### config.mk
export PLATFORM = sky130hd
export DESIGN_NAME = obb_prep
export DESIGN_NICKNAME = d
export VERILOG_FILES = /design/src/rtl/obb_pkg.sv /design/src/rtl/obb_prep.sv
export SDC_FILE = /design/constraint.sdc
export NUM_CORES = 1
export LEC_CHECK = 0
export BUFFER_PORTS_ARGS = -buffer_cell sky130_fd_sc_hd__buf_2
export CORE_AREA = 2 2 376 378
export DETAILED_ROUTE_END_ITERATION = 7
export DIE_AREA = 0 0 378 380
export PLACE_DENSITY = 0.3
export REMOVE_ABC_BUFFERS = 1
export SKIP_LAST_GASP = 1
export SYNTH_ARGS = -nofsm -noshare
export SYNTH_HDL_FRONTEND = slang
export SYNTH_SLANG_ARGS = --single-unit
export TNS_END_PERCENT = 10
### constraint.sdc
create_clock -name clk -period 0.8 [get_ports clk]
set_input_delay 0.04 -clock clk [delete_from_list [all_inputs] [get_ports clk]]
set_output_delay 0.04 -clock clk [all_outputs]
set_load 0.02 [all_outputs]
### src/rtl/obb_pkg.sv
package obb_pkg;

    localparam int AX_W    = 16;
    localparam int CEN_W   = 20;
    localparam int HALF_W  = 16;
    localparam int D_W     = CEN_W + 1;
    localparam int PROD_W  = 2 * AX_W;
    localparam int V_W     = PROD_W + 1;
    localparam int SQ_W    = 64;
    localparam int VDP_W   = V_W + D_W;
    localparam int VD_W    = VDP_W + 2;
    localparam int LEN_W   = VD_W - 2;
    localparam int ADP_W   = AX_W + V_W - 1;
    localparam int DOT_W   = ADP_W + 2;
    localparam int MAG_W   = DOT_W - 2;
    localparam int TERM_W  = MAG_W + HALF_W;
    localparam int FRAC_SH = 14;
    localparam int RAD_W   = TERM_W - FRAC_SH + 2;
    localparam int RSUM_W  = RAD_W + 1;
    localparam int OVL_W   = LEN_W + 2;
    localparam int BEST_W  = RSUM_W;
    localparam int DEPTH_W = 28;
    localparam int DEPTH_SH = 20;
    localparam int IDX_W   = 4;
    localparam int NUM_AXES = 15;
    localparam int CELL_STAGES = 6;

    localparam logic [SQ_W-1:0] AXIS_EPS_SQ = 64'd72057594038;
    localparam logic [IDX_W-1:0] FIRST_B_AXIS = 4'd3;
    localparam logic [IDX_W-1:0] FIRST_CROSS_AXIS = 4'd6;

    typedef struct packed {
        logic [3*CEN_W-1:0] a_center;
        logic [3*AX_W-1:0]  a_axis_x;
        logic [3*AX_W-1:0]  a_axis_y;
        logic [3*AX_W-1:0]  a_axis_z;
        logic [3*HALF_W-1:0] a_half_size;
        logic [3*CEN_W-1:0] b_center;
        logic [3*AX_W-1:0]  b_axis_x;
        logic [3*AX_W-1:0]  b_axis_y;
        logic [3*AX_W-1:0]  b_axis_z;
        logic [3*HALF_W-1:0] b_half_size;
    } pair_in_t;

    typedef struct packed {
        logic                 boxes_overlap;
        logic                 depth_valid;
        logic [DEPTH_W-1:0]   min_depth;
        logic [IDX_W-1:0]     min_axis_index;
    } result_t;

    typedef struct packed {
        logic [2:0][2:0][AX_W-1:0] aa;
        logic [2:0][2:0][AX_W-1:0] ba;
        logic [2:0][HALF_W-1:0]    ha;
        logic [2:0][HALF_W-1:0]    hb;
        logic [2:0][D_W-1:0]       d;
    } pair_t;

    typedef struct packed {
        logic              apart;
        logic              have;
        logic [BEST_W-1:0] best;
        logic [IDX_W-1:0]  idx;
    } run_t;

    function automatic logic [1:0] face_index(input logic [IDX_W-1:0] id);
        logic [IDX_W-1:0] t;
        begin
            t = (id < FIRST_B_AXIS) ? id : id - FIRST_B_AXIS;
            return t[1:0];
        end
    endfunction

    function automatic logic [1:0] cross_i(input logic [IDX_W-1:0] id);
        logic [1:0] r;
        begin
            unique case (id)
                4'd6, 4'd7, 4'd8:    r = 2'd0;
                4'd9, 4'd10, 4'd11:  r = 2'd1;
                4'd12, 4'd13, 4'd14: r = 2'd2;
                default:             r = 2'd0;
            endcase
            return r;
        end
    endfunction

    function automatic logic [1:0] cross_j(input logic [IDX_W-1:0] id);
        logic [1:0] r;
        begin
            unique case (id)
                4'd6, 4'd9, 4'd12:   r = 2'd0;
                4'd7, 4'd10, 4'd13:  r = 2'd1;
                4'd8, 4'd11, 4'd14:  r = 2'd2;
                default:             r = 2'd0;
            endcase
            return r;
        end
    endfunction

endpackage

### src/rtl/obb_prep.sv
module obb_prep (
    input  logic             clk,
    input  logic             rst_n,
    input  logic             adv,
    input  logic             in_valid,
    input  obb_pkg::pair_in_t in_data,
    output logic             out_valid,
    output obb_pkg::pair_t   out_pair
);
    import obb_pkg::*;

    logic  valid_reg;
    pair_t pair_reg;
    pair_t pair_next;

    always_comb
    begin
        pair_next.aa[0] = in_data.a_axis_x;
        pair_next.aa[1] = in_data.a_axis_y;
        pair_next.aa[2] = in_data.a_axis_z;
        pair_next.ba[0] = in_data.b_axis_x;
        pair_next.ba[1] = in_data.b_axis_y;
        pair_next.ba[2] = in_data.b_axis_z;
        pair_next.ha    = in_data.a_half_size;
        pair_next.hb    = in_data.b_half_size;
        for (int k = 0; k < 3; k++)
        begin
            pair_next.d[k] =
                D_W'($signed(in_data.b_center[k*CEN_W +: CEN_W]))
                - D_W'($signed(in_data.a_center[k*CEN_W +: CEN_W]));
        end
    end

    always_ff @(posedge clk or negedge rst_n)
    begin
        if (!rst_n)
        begin
            valid_reg <= 1'b0;
        end
        else if (adv)
        begin
            valid_reg <= in_valid;
        end
    end

    always_ff @(posedge clk)
    begin
        if (adv)
        begin
            pair_reg <= pair_next;
        end
    end

    assign out_valid = valid_reg;
    assign out_pair  = pair_reg;

endmodule

# After elaboration in Yosys (flattened, before gate mapping)
# Cells that the tools add are included.
[word_totals]
reg_bits = 448
latch_bits = 0
ram_bits = 0
rom_bits = 0
inputBits = 508
n_memories = 0
[op_classes]
add_sub_neg = 3
multipliers = 0
n_div = 0
n_lt_le_gt_ge = 0
eq_ne = 0
shift = 0
mux = 0
bitwise = 0
n_reduce_logical = 0
[op_table]
columns = ["cell", "count"]
rows = [
  ["20-bit by 20-bit subtractor with 21-bit output", 3],
]

# Longest topological paths before layout
# Gate-level depths: netlist of run 1.
[depth]
ltp_word = 1
mapped_depth = 10
ltp_nobuf = 10

# Worst setup path before layout of run 1
# OpenSTA, ideal clock, no wires.
[synth_timing]
kind = "input-to-reg"
from = "input port in_data[491] (netlist name)"
to = "register pair_reg, in the netlist out_pair[61], data pin"
setup_time_ps = 259
arrival_time_ps = 1771
t_required_ps = 541
slack_ps = -1229
stages = 9
path_buffers = 0
cell_sequence = "inv_1 ha_1 and3_1 a221oi_1 a31oi_1 nand3b_1 o21ai_1 o41a_1 xor2_1"
[synth_lines]
columns = ["element", "line_no", "text"]
rows = [
  ["start, declared", "obb_prep.sv:6", "input obb_pkg::pair_in_t in_data,"],
  ["end signal, assigned", "obb_prep.sv:50", "pair_reg <= pair_next;"],
  ["end, declared", "obb_prep.sv:13", "pair_t pair_reg;"],
]

==> reports/qor.yml, run 1 <==
status: "complete, but fails checks"
failed_checks: "negative hold slack, negative setup slack"
rows: 137
grt_max_degree: 49
synth-seq-cells: 448
drt_wl_total_um: 82400
p_total_mw: 69.3
rsz0062_at_grt: "true"
synth_edf_count: 447
synth.distinct_cells: 56
start_util_pct: 12.0
syn_area_per_cell_um2: 17.9
fin_crit_ns: 1.58
cts_root_buf: "clkbuf_16"
cp.required_ns: 1.29
num_io_pins: 956
synthTopCellsByArea: "edfxtp_1 (80%), ha_1 (4.5%), inv_1 (2.0%)"
cp.arrival_ns: 2.08
dp_hpwl_um: 66100
synth_seq_area_share_pct: 80.6
die_area_um2: 144000
grt_pass1_vias: 16277
syn_area_um2: 16700
yosysWarningCount: 0
final-hold-violation-count: 7
syn2layout_area_growth_pct: 94.3
relSlewSlack_pct: 60.1
min_period_over_period_pct: 198
final_common_cell: "buf_2"
final_cell_mix: "buf_2 (916), edfxtp_1 (447), dlygate4sd3_1 (412), buf_4 (172), inv_1 (74)"
clk_latency_ns: 0.65
drt_iter0_markers: 569
cp_max_fo: 3
final_cells: 4478
avgViaCountPerCell: 3.25
whs_ns: -0.115
end_kind: "flop"
clock_path_buffers: 3
worst_slack_ns: -0.784
antenna_found_initial: 22
drc: 0
fin_area_um2: 32400
start_kind: "input pin"
dpl-instance-area_um2: 25400
fmax_mhz: 632
die_w_um: 378
synth_top_area_share_pct: 80.4
cap_viol_max_count: 0
clock_sinks: 448
dp.cells: 3936
detail-route-antenna-nets: 0
die_h_um: 380
grt_pass1_wl_um: 113000
power_density_nw_per_um2: 2140
firstDrtPassIters: 5
finalClockSkew_ns: 0
synth_top_area_cell: "edfxtp_1"
hold_class: "input pin to flop"
wire_per_inst_um: 18.4
cts.clk_slew.worst_paths_ns: 0.06
gp_congestion: 0.794
finalNetCount: 3117
io_buffer_count: 955
vias: 14545
finalSetupViolations: 923
syn-instance-count: 930
core_area_um2: 139000
slowest_stage: "or4_1"
grt_use_total_pct: 10.9
criticalPathCategory: "input pin to flop"
tightest_slew_ns: 0.583
cts_made_buffers: 58
cts_tree: "built"
h-tree-depth: 2
ir_worst_vdd_uv: 2090
ys.flop_type: "edfxtp_1"
drive_gt1_share_pct: 51.2
slowest_delay_ns: 0.50
async_reset_ff_share_pct: 0.223
postLayoutCoreUtil_pct: 23.3
p_leak_nw: 13.7
overflow: 0
finalMaxSlewViolations: 0
crit_chain: "buf_6 -> inv_4 -> ha_4 -> fa_2 -> nor2b_4 -> o21ai_4 -> nand4_1 -> a221oi_4 -> buf_12 -> a211oi_4 -> or4_1 -> nand3_2"
==> cells by family (layout without fill, tap and decap cells) <==
group | after synthesis | count (layout) | share of synthesized area [%]
compound gates | 164 | 164 | 6.61
other cells | 0 | 7 | 0
fa+ha+maj | 63 | 63 | 4.86
buf+inv | 94 | 1759 | 2.11
mux | 1 | 1 | 0.0675
xor+xnor | 41 | 41 | 2.15
simple gates | 119 | 119 | 3.61
flops | 448 | 448 | 80.6
==> report_power, final <==
group	internal (mW)	total, mW	switching [mW]
Combinational	6.17	13.8	7.67
Sequential	28.3	29.0	0.705
Clock	15.4	26.5	11.1
Total	49.9	69.3	19.4
==> worst max-delay path: cells and delay by family <==
family          cells  cell delay [ns]
compound gates      3             0.56
fa+ha+maj           2             0.34
buf+inv             3             0.29
simple gates        4             0.82
==> state kept, by name (all words and copies together), names as in the netlist <==
register	cells
out_pair	447
out_valid	1
==> final cells by class <==
type	count	area (um^2)
fillers	14918	107000
flip-flops and latches	448	13400
repair buffers	1563	10900
multi-input cells	388	3490
well taps	1876	2350
clock buffers	64	1500
clock inverters	45	420
inverters	87	342
diodes	7	17.5
==> synth_stat cells (all sizes together) (10+ instances only) <==
cell	count
xor2	13
a21o	23
nor3	10
edfxtp	447
xnor2	28
inv	87
ha	60
o21a	16
a21oi	42
nand2	21
nand3	12
nor2b	13
nor2	33
o21ai	36
==> timing repair <==
action,in CTS,in global routing
pin swaps,72,34
hold buffers,411,2
buffers inserted,12,6
resized for setup,175,23
cloned,0,0
endpoints found under the setup margin,498,951
endpoints found under the hold margin,551,45
==> metal layers <==
| layer | GRT usage, % | part of all wire [%] | vias up |
|---|---|---|---|
| met1 | 10.9 | 35 | 6992 |
| met3 | 3.72 | 8.5 | 125 |
| met4 | 4.24 | 3.7 | 22 |
| met2 | 20.3 | 52 | 596 |
| met5 | 0.640 | 0.32 | - |
| li1 | - | - | 6810 |
==> final timing paths <==
kind                         startpoint  slack (ns)  depth (start not counted)           end
max                        in_data[192]       -0.78                         12  out_pair[16]
min                        in_data[445]       -0.11                          3   out_pair[1]
max reg2reg                   out_valid        0.06                          1     out_valid
min reg2reg                   out_valid        0.51                          1     out_valid
max in group asynchronous         rst_n        0.47                          3     out_valid
min in group asynchronous         rst_n        0.23                          3     out_valid
==> per-stage QoR <==
step / TNS [ns] / worst slack [ns]
after floorplan: -45.42 / -1.23
after global placement: -141.27 / -1.89
after detailed placement: -149.33 / -1.80
after CTS: -483.06 / -0.709
after global routing: -467.95 / -0.795
final: -377.13 / -0.784
(Power assumes the default switching activity.)
==> inputs of run 2 (changes only) <==
ABC_AREA = 1   (was unset)
==> run 2 against run 1 <==
The run still ends with negative hold slack, negative setup slack left. Critical path type is now flop to output pin. Non-clock buffer count grew 41. Worst hold slack worse by 0.061 ns. Area after synthesis up 6.1%. Critical endpoint is now out_pair[238].
==> reports/qor.yml, run 2 <==
io_buffer_count: 955
criticalPathCategory: "flop to output pin"
finalMaxSlewViolations: 0
overflow: 0
grt_use_total_pct: 12.0
syn2layout_area_growth_pct: 88.9
num_io_pins: 956
ff_latch_area_um2: 13400
dpl-instance-area_um2: 26800
min_from: "in_data[485]"
core_area_um2: 139000
start_kind: "flop"
combPwrFrac_pct: 20.1
detail-route-antenna-nets: 0
critical_path_buf_inv_count: 1
r2r_start: "out_valid"
failed_checks: "negative hold slack, negative setup slack"
synth_common_cells: "edfxtp_1 (447), nand2_1 (321), inv_1 (202)"
synth-seq-cells: 448
grt_max_degree: 35
power_density_nw_per_um2: 2160
end_kind: "output pin"
fin_crit_ns: 1.38
synth_top_area_share_pct: 75.8
largest_register_ffs: 447
ys.flop_type: "edfxtp_1"
cp_max_fo: 1
crit_chain: "buf_6"
cap_viol_max_count: 0
finalSetupViolations: 534
p_total_mw: 72.2
antenna_found_initial: 18
finalClockSkew_ns: 0
cp.required_ns: 0.76
syn_area_per_cell_um2: 13.6
fin_area_um2: 33500
hold_class: "input pin to flop"
hold-path-endpoint: "out_pair[43]"
whs_ns: -0.176
avgViaCountPerCell: 3.26
cts_root_buf: "clkbuf_16"
drt_iter0_markers: 742
ctsHoldBuffers: 422
syn-instance-count: 1302
async_reset_ff_share_pct: 0.223
rsz0062_at_grt: "true"
synthTopCellsByArea: "edfxtp_1 (76%), nand2_1 (6.8%), inv_1 (4.3%)"
clock_path_buffers: 3
wire_per_inst_um: 18.2
status: "complete, but fails checks"
wl_met2_um: 44200
final_common_cell: "buf_2"
num-fill-cells: 15247
drc: 0
firstDrtPassIters: 4
min_delay_path_depth: 3
start_util_pct: 12.7
seqPwrFrac_pct: 40.2
gp_congestion: 0.804
dr_wl_met3_um: 6120
relSlewSlack_pct: 66.8
synth.most_common_cell: "edfxtp_1"
multiInputGateArea_um2: 3500
synth.distinct_cells: 24
highest_layer: "met5"
die_area_um2: 144000
finalNetCount: 3540
p_sw_share_pct: 28.0
synth_seq_area_share_pct: 75.9
p_leak_nw: 15.1
r2r_cells: 1
synth_top_area_cell: "edfxtp_1"
drive_gt1_share_pct: 43.2
clockPowerShare_pct: 39.7
vias: 15986
min_period_over_period_pct: 173
regToRegSetupSlack_ns: 0.04
h-tree-depth: 2
slowest_stage: "edfxtp_1"
cts_tree: "built"
yosysWarningCount: 0
slowest_delay_ns: 0.50
cts_made_buffers: 61
clk_latency_ns: 0.66
grt_pass1_vias: 17161
die_w_um: 378
p_sw_mw: 20.2
clock_sinks: 448
tightest_slew_ns: 0.497
final_cell_mix: "buf_2 (905), edfxtp_1 (447), dlygate4sd3_1 (421), nand2_1 (321), buf_4 (208)"
p_int_mw: 52.0
cts.clk_slew.worst_paths_ns: 0.06
reg2reg_to: "out_valid"
final-hold-violation-count: 5
rows: 137
path_delay_family: "flip-flops"
syn_area_um2: 17700
die_h_um: 380
grt_pass1_wl_um: 123000
fmax_mhz: 722
dp_hpwl_um: 73100
worst_slack_ns: -0.585
synth_edf_count: 447
ir_worst_vdd_uv: 1870
cp.arrival_ns: 1.34
drt_wl_total_um: 89500
wl_met1_um: 36500
run 2: cells by family after synthesis:
kind of cell	share of synthesized area, %
xor gates and xnor gates	1.34
adders and majority gates	4.58
and+or+nand+nor	12.2
DFF	75.9
AOI/OAI and AO/OA	1.61
buffers and inverters	4.30
muxes	0.0636
run 2: worst min-delay path, stage by stage:
cell	delay, ns
buf_2	0.10
fa_1	0.15
inv_1	0.03
run 2: how the worst max path moves through the flow:
| stage | slack, ns | startpoint | to | cells after the start |
|---|---|---|---|---|
| after detailed placement | -1.07 | in_data[201] | out_pair[10] | 8 |
| after CTS | -0.68 | out_pair[61] | out_pair[61] | 1 |
| after global routing | -0.63 | out_pair[169] | out_pair[169] | 1 |
| final | -0.58 | out_pair[238] | out_pair[238] | 1 |
| after global placement | -1.04 | in_data[200] | out_pair[10] | 8 |
| after floorplan | -0.72 | in_data[212] | out_pair[37] | 11 |
run 2: area by class of cell:
class                   instances  area share, %
repair buffers               1604           33.7
inverters                     203           2.28
clock inverters                44           1.55
well taps                    1876           7.02
diodes                          9         0.0673
flip-flops and latches        448           40.2
clock buffers                  71           4.74
multi-input cells             651           10.5
run 2: layer usage:
layer / vias to the layer above / GRT usage [%]
met2: 558 / 21.1
li1: 7800 / -
met3: 115 / 3.21
met5: - / 0
met1: 7503 / 14.0
met4: 10 / 3.70
run 2: metrics by stage:
stage,worst slack [ns],util [%],TNS [ns],instances,hold slack [ns]
finish,-0.585,24.0,-210.70,4906,-0.176
floorplan,-0.718,-,-28.16,1302,-0.256
CTS,-0.678,24.0,-377.77,4897,-0.259
global route,-0.632,24.0,-247.59,4899,-0.205
detailed placement,-1.07,19.3,-146.77,4360,-0.177
global placement,-1.04,19.3,-147.00,4360,-0.182
run 2: repair_timing:
action / in CTS / in global routing
gates cloned: 0 / 0
hold endpoints to repair: 496 / 5
endpoints found under the setup margin: 497 / 743
setup buffers: 0 / 0
gates resized for setup: 94 / 3
run 2: power by group through the flow:
stage          sequential [mW]  combinational, mW  clock, mW
2_1_floorplan             32.1               2.49          0
3_3_place_gp              29.4               12.9          0
3_5_place_dp              29.4               12.8          0
4_1_cts                   29.0               14.9       29.9
5_1_grt                   29.2               15.7       30.7
6_report                  29.0               14.5       28.7
